===== src/hw/rtl/i2r_pkg.sv =====
// Shared types and the Roman numeral symbol table for the integer to Roman numeral unit.
`timescale 1ns / 1ps

package i2r_pkg;

    localparam int VALUE_W  = 12;
    localparam int SYMBOL_W = 7;
    localparam int ENTRIES  = 13;
    localparam int IDX_W    = $clog2(ENTRIES);

    localparam logic [SYMBOL_W-1:0] SYM_I = 7'h49;
    localparam logic [SYMBOL_W-1:0] SYM_V = 7'h56;
    localparam logic [SYMBOL_W-1:0] SYM_X = 7'h58;
    localparam logic [SYMBOL_W-1:0] SYM_L = 7'h4C;
    localparam logic [SYMBOL_W-1:0] SYM_C = 7'h43;
    localparam logic [SYMBOL_W-1:0] SYM_D = 7'h44;
    localparam logic [SYMBOL_W-1:0] SYM_M = 7'h4D;

    typedef struct packed {
        logic [VALUE_W-1:0]  amount;
        logic [SYMBOL_W-1:0] first;
        logic [SYMBOL_W-1:0] second;
        logic                pair;
    } i2r_entry_t;

    // Greedy table, largest amount first; subtractive forms are two-symbol entries.
    localparam i2r_entry_t RN_TABLE [ENTRIES] = '{
        '{12'd1000, SYM_M, SYM_M, 1'b0},
        '{12'd900,  SYM_C, SYM_M, 1'b1},
        '{12'd500,  SYM_D, SYM_D, 1'b0},
        '{12'd400,  SYM_C, SYM_D, 1'b1},
        '{12'd100,  SYM_C, SYM_C, 1'b0},
        '{12'd90,   SYM_X, SYM_C, 1'b1},
        '{12'd50,   SYM_L, SYM_L, 1'b0},
        '{12'd40,   SYM_X, SYM_L, 1'b1},
        '{12'd10,   SYM_X, SYM_X, 1'b0},
        '{12'd9,    SYM_I, SYM_X, 1'b1},
        '{12'd5,    SYM_V, SYM_V, 1'b0},
        '{12'd4,    SYM_I, SYM_V, 1'b1},
        '{12'd1,    SYM_I, SYM_I, 1'b0}
    };

    typedef enum logic {
        ST_IDLE,
        ST_RUN
    } i2r_state_t;

    typedef struct packed {
        logic load;
        logic step;
    } i2r_cmd_t;

    typedef struct packed {
        logic value_zero;
        logic final_char;
    } i2r_status_t;

    // Index of the largest table amount not above rem; rem must be nonzero.
    function automatic logic [IDX_W-1:0] pick_entry(input logic [VALUE_W-1:0] rem);
        logic [IDX_W-1:0] idx;
        idx = IDX_W'(ENTRIES - 1);
        for (int i = ENTRIES - 1; i >= 0; i--)
        begin
            if (rem >= RN_TABLE[i].amount)
            begin
                idx = IDX_W'(i);
            end
        end
        return idx;
    endfunction

endpackage


===== src/hw/rtl/i2r_ctrl.sv =====
// Controller state machine for the integer to Roman numeral unit.
`timescale 1ns / 1ps

module i2r_ctrl (
    input  logic                clk,
    input  logic                rst_n,
    input  logic                start,
    input  i2r_pkg::i2r_status_t status,
    output i2r_pkg::i2r_cmd_t   cmd,
    output logic                busy
);

    i2r_pkg::i2r_state_t state_reg;
    i2r_pkg::i2r_state_t state_next;

    always_ff @(posedge clk or negedge rst_n)
    begin
        if (!rst_n)
        begin
            state_reg <= i2r_pkg::ST_IDLE;
        end
        else
        begin
            state_reg <= state_next;
        end
    end

    always_comb
    begin
        state_next = state_reg;
        cmd        = '0;
        busy       = 1'b0;
        unique case (state_reg)
            i2r_pkg::ST_IDLE:
            begin
                if (start)
                begin
                    cmd.load = 1'b1;
                    // zero converts to nothing: stay idle
                    if (!status.value_zero)
                    begin
                        state_next = i2r_pkg::ST_RUN;
                    end
                end
            end
            i2r_pkg::ST_RUN:
            begin
                busy     = 1'b1;
                cmd.step = 1'b1;
                if (status.final_char)
                begin
                    state_next = i2r_pkg::ST_IDLE;
                end
            end
            default:
            begin
                state_next = i2r_pkg::ST_IDLE;
            end
        endcase
    end

endmodule


===== src/hw/rtl/i2r_datapath.sv =====
// Datapath: remainder register, greedy symbol selection and registered result outputs.
`timescale 1ns / 1ps

module i2r_datapath (
    input  logic                                clk,
    input  logic                                rst_n,
    input  logic [i2r_pkg::VALUE_W-1:0]         value,
    input  i2r_pkg::i2r_cmd_t                   cmd,
    output i2r_pkg::i2r_status_t                status,
    output logic                                strobe,
    output logic [i2r_pkg::SYMBOL_W-1:0]        symbol,
    output logic                                last
);

    logic [i2r_pkg::VALUE_W-1:0]  rem_reg;
    logic [i2r_pkg::VALUE_W-1:0]  rem_next;
    logic                         second_reg;
    logic                         second_next;
    logic                         strobe_reg;
    logic                         strobe_next;
    logic [i2r_pkg::SYMBOL_W-1:0] symbol_reg;
    logic [i2r_pkg::SYMBOL_W-1:0] symbol_next;
    logic                         last_reg;
    logic                         last_next;
    logic [i2r_pkg::IDX_W-1:0]    idx;
    i2r_pkg::i2r_entry_t          entry;
    logic                         is_first_of_pair;

    assign idx              = i2r_pkg::pick_entry(rem_reg);
    assign entry            = i2r_pkg::RN_TABLE[idx];
    assign is_first_of_pair = entry.pair && !second_reg;

    assign status.value_zero = (value == '0);
    assign status.final_char = !is_first_of_pair && (rem_reg == entry.amount);

    always_comb
    begin
        rem_next    = rem_reg;
        second_next = second_reg;
        strobe_next = 1'b0;
        symbol_next = symbol_reg;
        last_next   = last_reg;
        if (cmd.load)
        begin
            rem_next    = value;
            second_next = 1'b0;
        end
        else if (cmd.step)
        begin
            strobe_next = 1'b1;
            if (is_first_of_pair)
            begin
                symbol_next = entry.first;
                last_next   = 1'b0;
                second_next = 1'b1;
            end
            else
            begin
                symbol_next = entry.pair ? entry.second : entry.first;
                last_next   = status.final_char;
                rem_next    = rem_reg - entry.amount;
                second_next = 1'b0;
            end
        end
    end

    always_ff @(posedge clk or negedge rst_n)
    begin
        if (!rst_n)
        begin
            strobe_reg <= 1'b0;
            second_reg <= 1'b0;
        end
        else
        begin
            strobe_reg <= strobe_next;
            second_reg <= second_next;
        end
    end

    always_ff @(posedge clk)
    begin
        rem_reg    <= rem_next;
        symbol_reg <= symbol_next;
        last_reg   <= last_next;
    end

    assign strobe = strobe_reg;
    assign symbol = symbol_reg;
    assign last   = last_reg;

endmodule


===== src/hw/rtl/integer_to_roman_numeral_unit.sv =====
// Top level of the integer to Roman numeral unit: controller plus datapath.
// Start loads the value into the remainder register; the controller then runs and registers each character.
// A new value is taken only in idle; numerals are 0 to 15 characters; zero gives no characters.
// One character is chosen per cycle by the greedy table lookup on the remainder register.
// Reset (rst_n, async, active low) returns the controller to idle and clears the strobe.
// The receiver cannot stall: each character is on the ports for exactly one cycle.
`timescale 1ns / 1ps

module integer_to_roman_numeral_unit (
    input  logic                         clk,
    input  logic                         rst_n,
    input  logic                         start,
    input  logic [i2r_pkg::VALUE_W-1:0]  value,
    output logic                         busy,
    output logic                         strobe,
    output logic [i2r_pkg::SYMBOL_W-1:0] symbol,
    output logic                         last
);

    i2r_pkg::i2r_cmd_t    cmd;
    i2r_pkg::i2r_status_t status;

    i2r_ctrl u_ctrl (
        .clk    (clk),
        .rst_n  (rst_n),
        .start  (start),
        .status (status),
        .cmd    (cmd),
        .busy   (busy)
    );

    i2r_datapath u_datapath (
        .clk    (clk),
        .rst_n  (rst_n),
        .value  (value),
        .cmd    (cmd),
        .status (status),
        .strobe (strobe),
        .symbol (symbol),
        .last   (last)
    );

endmodule

===== config.mk =====
export PLATFORM = sky130hd
export DESIGN_NAME = integer_to_roman_numeral_unit
export DESIGN_NICKNAME = d
export VERILOG_FILES = /design/src/hw/rtl/i2r_pkg.sv /design/src/hw/rtl/i2r_ctrl.sv /design/src/hw/rtl/i2r_datapath.sv /design/src/hw/rtl/integer_to_roman_numeral_unit.sv
export SDC_FILE = /design/constraint.sdc
export NUM_CORES = 1
export LEC_CHECK = 0
export ABC_CLOCK_PERIOD_IN_PS = 13000
export BUFFER_PORTS_ARGS = -buffer_cell sky130_fd_sc_hd__buf_4
export CORE_MARGIN = 4
export CORE_UTILIZATION = 50
export DETAILED_ROUTE_END_ITERATION = 8
export PLACE_DENSITY = 0.7
export SLEW_MARGIN = 10
export SYNTH_ARGS = -nofsm -noshare
export SYNTH_HDL_FRONTEND = slang
export SYNTH_SLANG_ARGS = --single-unit

===== constraint.sdc =====
create_clock -name clk -period 13 [get_ports clk]
set_input_delay 0 -clock clk [delete_from_list [all_inputs] [get_ports clk]]
set_output_delay 0 -clock clk [all_outputs]
set_load 0.01 [all_outputs]

# Word-level counts from Yosys, hierarchy flattened
# Memories as Yosys holds them, arrays and structs flattened.
# Index checks and enable logic that the tools add are counted.
# totals
word_cells	65
ff_bits	23
latch_bits	0
input_bits	15
n_memories	1
romBits	432
mem_bits_rw	0
# op_classes
eq_ne	2
n_mul	0
shift	0
order_cmp	13
addsub	1
reduce_logical	8
mux	31
bitwise_logic	3
n_div	0
# memory_table
name	depth	word_bits	read_ports	rd_ports_with_merged_regs	wr	line_no	source
(no name shown)	16	27	1	0	0	i2r_datapath.sv:30	assign entry = i2r_pkg::RN_TABLE[idx];
# op_table
operator	count
$mux W27	2
$mux W4	11
$mux W12	3
$ge A12 B10 Y1 const B	2
$ge A12 B3 Y1 const B	2
$ge A12 B4 Y1 const B	2
$ge A12 B6 Y1 const B	2
$ge A12 B7 Y1 const B	2
$ge A12 B9 Y1 const B	2
$mux W7	2
$eq A12 B12 Y1	1
$logic_not A12 Y1	1
$sub A12 B12 Y12	1
$mux W1	11
$ge A5 B5 Y1 const B	1
$not A4 Y5	1
$reduce_and A2 Y1	2
$mux W3	1
$logic_and A1 B1 Y1	2
$logic_not A1 Y1	2
$ne A2 B2 Y1 const B	1
$not A1 Y1	2
$pmux W1 S2	1
$reduce_bool A2 Y1	1

# Logic depth before layout (Yosys ltp)
# depth
depth_word	22
depth_mapped	18
depth_no_buf	17

# Modules after synthesis
# From an unflattened synthesis, not the netlist that was laid out.
# hier_totals
cells_unflattened	228
hier_area_um2	1951.9
# by_module_without_submodules
module	area_per_inst_um2	n_inst	cells_each
i2r_datapath	1889.3	1	222
i2r_ctrl	62.6	1	6

# Worst setup path before layout
# No wires, ideal clock.
# synth_timing
path_kind	reg-to-reg
startpoint	register u_datapath.rem_reg[10] (netlist name)
endpoint	register u_datapath.rem_reg[9] (netlist name) (data pin)
arrival_time_ns	4.113
t_required_ns	12.741
setup_ns	0.259
path_stages_with_launch	16
slack_ns	8.628
cell_sequence	edfxtp_1 or3_4 or3_1 a2111o_1 a21o_4 ha_1 nand2_1 a21oi_1 inv_1 ha_1 nor2b_1 o21ai_0 nand3b_1 a2111oi_0 o21ai_0 nor3b_1
# synth_via
elab_chain_len	21
# synth_lines
element	line_no	source
start, declared	i2r_datapath.sv:15	logic [i2r_pkg::VALUE_W-1:0] rem_reg;
start signal, assigned	i2r_datapath.sv:83	rem_reg <= rem_next;
$ge A12 B3 Y1	i2r_pkg.sv:64	if (rem >= RN_TABLE[i].amount)
$mux W3	i2r_pkg.sv:64	
$mux W4 (10 in series)	i2r_pkg.sv:64	
$mux W4 *	i2r_pkg.sv:64	
$not A4 Y5 (not written as such) *	i2r_datapath.sv:30	
$mem_v2 Z16 W27 *	-	
$mux W27 (not written as such) * (2 in series)	i2r_datapath.sv:30	
$sub A12 B12 Y12 *	i2r_datapath.sv:61	rem_next = rem_reg - entry.amount;
$mux W12 *	i2r_datapath.sv:51	if (is_first_of_pair)
$mux W12 *	i2r_datapath.sv:48	else if (cmd.step)
$mux W12 *	i2r_datapath.sv:43	if (cmd.load)
via u_datapath.rem_next, one bit	i2r_datapath.sv:16	logic [i2r_pkg::VALUE_W-1:0] rem_next;
# Mark *: on every way through the listed nets, which the timed path passes. The rest lies on a longest branch. The select of a mux whose other input is x is not followed.
# A chain may end at the register's enable or synchronous reset.

# Final worst setup path
# Ends and elaborated chain as after synthesis.

==> flow_metrics.tcl <==
set metrics [dict create \
    yosysUniqueCellTypes 61 \
    gp_congestion 0.939 \
    yosysMostFrequentCell "nor2_1" \
    r2r_slack_ns 8.01 \
    cp_max_fo 8 \
    path_buf_inv 1 \
    ys_top_cells_by_count "nor2_1 (28), a21oi_1 (23), nand2_1 (21)" \
    yosys-top-cells-area "edfxtp_1 (26%), ha_1 (11%), a21oi_1 (5.6%)" \
    routed_wl_um 5110 \
    clockBufferDepth 2 \
    start_util_pct 51.7 \
    synth_top_area_share_pct 26.3 \
    grt_use_total_pct 21.0 \
    synth_compound_area_share_pct 22.5 \
    grt_overflow 0 \
    remaining_drc_errors 0 \
    max_cap_violations 0 \
    final-setup-viol-count 0 \
    synth-edff-count 18 \
    pwr_density_cell_nw_per_um2 266 \
    synthAdderAreaFrac_pct 12.0 \
    ys_seq_area_share_pct 30.0 \
    dp_slack_ns 8.11 \
    synthesis.nets 279 \
    n_fill_cell 361 \
    postCtsSetupRepairBufs 0 \
    final_cell_area_um2 2300 \
    timing.fmax_mhz 201 \
    layout-drive-gt1-share_pct 15.2 \
    synth-xor-area-share_pct 2.13 \
    firstDrtPassIters 4 \
    critPathCaptureType "flop" \
    tritoncts "yes" \
    vias 1896 \
    worstPathRequired_ns 13.02 \
    ir_worst_vdd_mv 0.140 \
    final_net_count 298 \
    synth_flop_cell "edfxtp_1" \
    setup_ws_ns 8.01 \
    layout.cells.non_filler 313 \
    synth_seq_cells 21 \
    path_clk_slew_ns 0.08 \
    synth_top_family_by_area "simple AND/OR/NAND/NOR gates" \
    synth_mux_area_share_pct 2.80 \
    worstPathCellList "or3_4 -> nor3_1 -> o211ai_1 -> a31oi_1 -> nor2_1 -> or2_1 -> ha_1 -> nand2_1 -> a21oi_1 -> inv_1 -> ha_1 -> nor2b_1 -> o21ai_0 -> nand3b_1 -> a2111oi_0 -> o21ai_0 -> nor3b_1" \
    grt_antenna_before_repair 0 \
    via_per_inst 6.06 \
    tightest_slew_ns 0.806 \
    grt_pass1_wl_um 8620 \
    period_share_pct 38.3 \
    p_leak_nw 0.917 \
    drtAntennaViolNets 0 \
    netlist_area_um2 2050 \
    p_total_mw 0.611 \
    dp_hpwl_um 4000 \
    hp-class "primary input to flop" \
    area_delta_synth_final_pct 12.0 \
    antenna_cells 0 \
    cp.arrival_ns 5.00 \
    hold_violations 0 \
    yosysWarnings 0 \
    grt_pass1_vias 1814 \
    regArea_um2 616 \
    synth-async-reset-ratio_pct 14.3 \
    htree_levels 1 \
    rows 23 \
    slew_headroom_pct 44.9 \
    die_h_um 72.1 \
    wire_per_inst_um 16.3 \
    grt_max_degree 21 \
    synth_cells 245 \
    coreArea_um2 3970 \
    slowest_delay_ns 0.71 \
    slew_violations 0 \
    numCtsBuffers 3 \
    syn_avg_cell_area_um2 8.38 \
    multi_input_area_um2 1360 \
    yosys.area_share.simple_pct 26.3 \
    fin_crit_ns 4.99 \
    yosysTopAreaCell "edfxtp_1" \
    skew_ns 0.00227 \
    fp.dieW_um 72.1 \
    slowest_stage "a2111oi_0" \
    cts-root-buf "clkbuf_8" \
    clock_latency_ns 0.26 \
    post_dp_cell_area_um2 2240 \
    numClockSinks 21 \
    port_buffers 22 \
    dieArea_um2 5190 \
    largest_reg_flops 12 \
    grt_setup_unrepaired "no" \
    drt-initial-drc-count 232 \
    outcome "finished clean" \
    critPathKind "flop to flop" \
    setup_tns_ns 0 \
    start_kind "flop" \
    io_pins 25 \
    place_inst 308 \
    cp_top_family "compound AO/OA/AOI/OAI gates" \
]
-- logic make-up after synthesis --
family                   Yosys count
AO/OA/AOI/OAI                     72
XOR/XNOR                           5
other                              2
buffers and inverters             18
flip-flops                        21
AND/OR/NAND/NOR                  103
adder cells (fa/ha/maj)           19
multiplexers                       5
-- power by group --
part	switching (mW)	internal [mW]	leakage, nW
sequential	0.0430	0.123	0.220
clock	0.0226	0.0214	0.0255
combinational	0.223	0.179	0.671
total	0.288	0.323	0.917
-- final cells by class --
class	instances	area share [%]
clock buffers	3	1.80
well taps	50	2.72
multi-input cells	206	59.0
clock inverters	1	0.218
inverters	8	1.52
flip-flops and latches	21	26.8
repair buffers	24	7.95
-- stage by stage --
| step | hold WS (ns) | utilization [%] |
|---|---|---|
| 6_report | 0.00761 | 57.9 |
| 5_1_grt | 0.0241 | 57.9 |
| 4_1_cts | 0.00919 | 57.9 |
| 3_5_place_dp | -0.205 | 56.5 |
| 3_3_place_gp | -0.207 | 56.5 |
| 2_1_floorplan | -0.296 | - |
-- worst reg2reg max path, stage by stage, from the launching register on --
cell and delay [ns]:
edfxtp_1 0.49, or3_4 0.44, nor3_1 0.36, o211ai_1 0.22
a31oi_1 0.20, nor2_1 0.07, or2_1 0.32, ha_1 0.36
nand2_1 0.06, a21oi_1 0.25, inv_1 0.08, ha_1 0.29
nor2b_1 0.13, o21ai_0 0.27, nand3b_1 0.14, a2111oi_0 0.72
o21ai_0 0.17, nor3b_1 0.17
-- cells in the final DEF (no fill, tap or decap), types with 3 or more instances in the layout --
| cell | instances |
|---|---|
| a21oi_1 | 23 |
| clkbuf_8 | 3 |
| dfrtp_1 | 3 |
| nand2_1 | 21 |
| nor4_1 | 5 |
| o211ai_1 | 6 |
| buf_4 | 23 |
| ha_1 | 18 |
| nor2_1 | 28 |
| o21ai_0 | 15 |
| o21a_1 | 3 |
| nand3_1 | 9 |
| xor2_1 | 4 |
| or3_1 | 3 |
| edfxtp_1 | 18 |
| nor2b_1 | 6 |
| nor3_1 | 6 |
| inv_1 | 6 |
| nor3b_1 | 4 |
| a31oi_1 | 4 |
| nand2b_1 | 3 |
-- repair_timing --
action,in CTS,in global routing
endpoints found under the hold margin,3,0
hold buffers,1,0
resized for setup,0,0
-- per-layer routing --
| metal | vias to the layer above | share of wire (%) | GRT usage [%] |
|---|---|---|---|
| li1 | 952 | - | - |
| met1 | 882 | 44 | 27.4 |
| met2 | 60 | 50 | 36.3 |
| met3 | 2 | 5.4 | 2.77 |
| met4 | 0 | 0.57 | 5.64 |
| met5 | - | 0 | 0 |
-- path summary, 6_finish.rpt --
kind                                    endpoint  cells after the start              startpoint
max                        u_datapath.rem_reg[9]                     17  u_datapath.rem_reg[10]
min                             u_ctrl.state_reg                      3                   start
max reg2reg                u_datapath.rem_reg[9]                     17  u_datapath.rem_reg[10]
min reg2reg                    u_datapath.strobe                      0        u_ctrl.state_reg
max in group asynchronous  u_datapath.second_reg                      2                   rst_n
min in group asynchronous       u_ctrl.state_reg                      2                   rst_n
(Power assumes the default switching activity.)
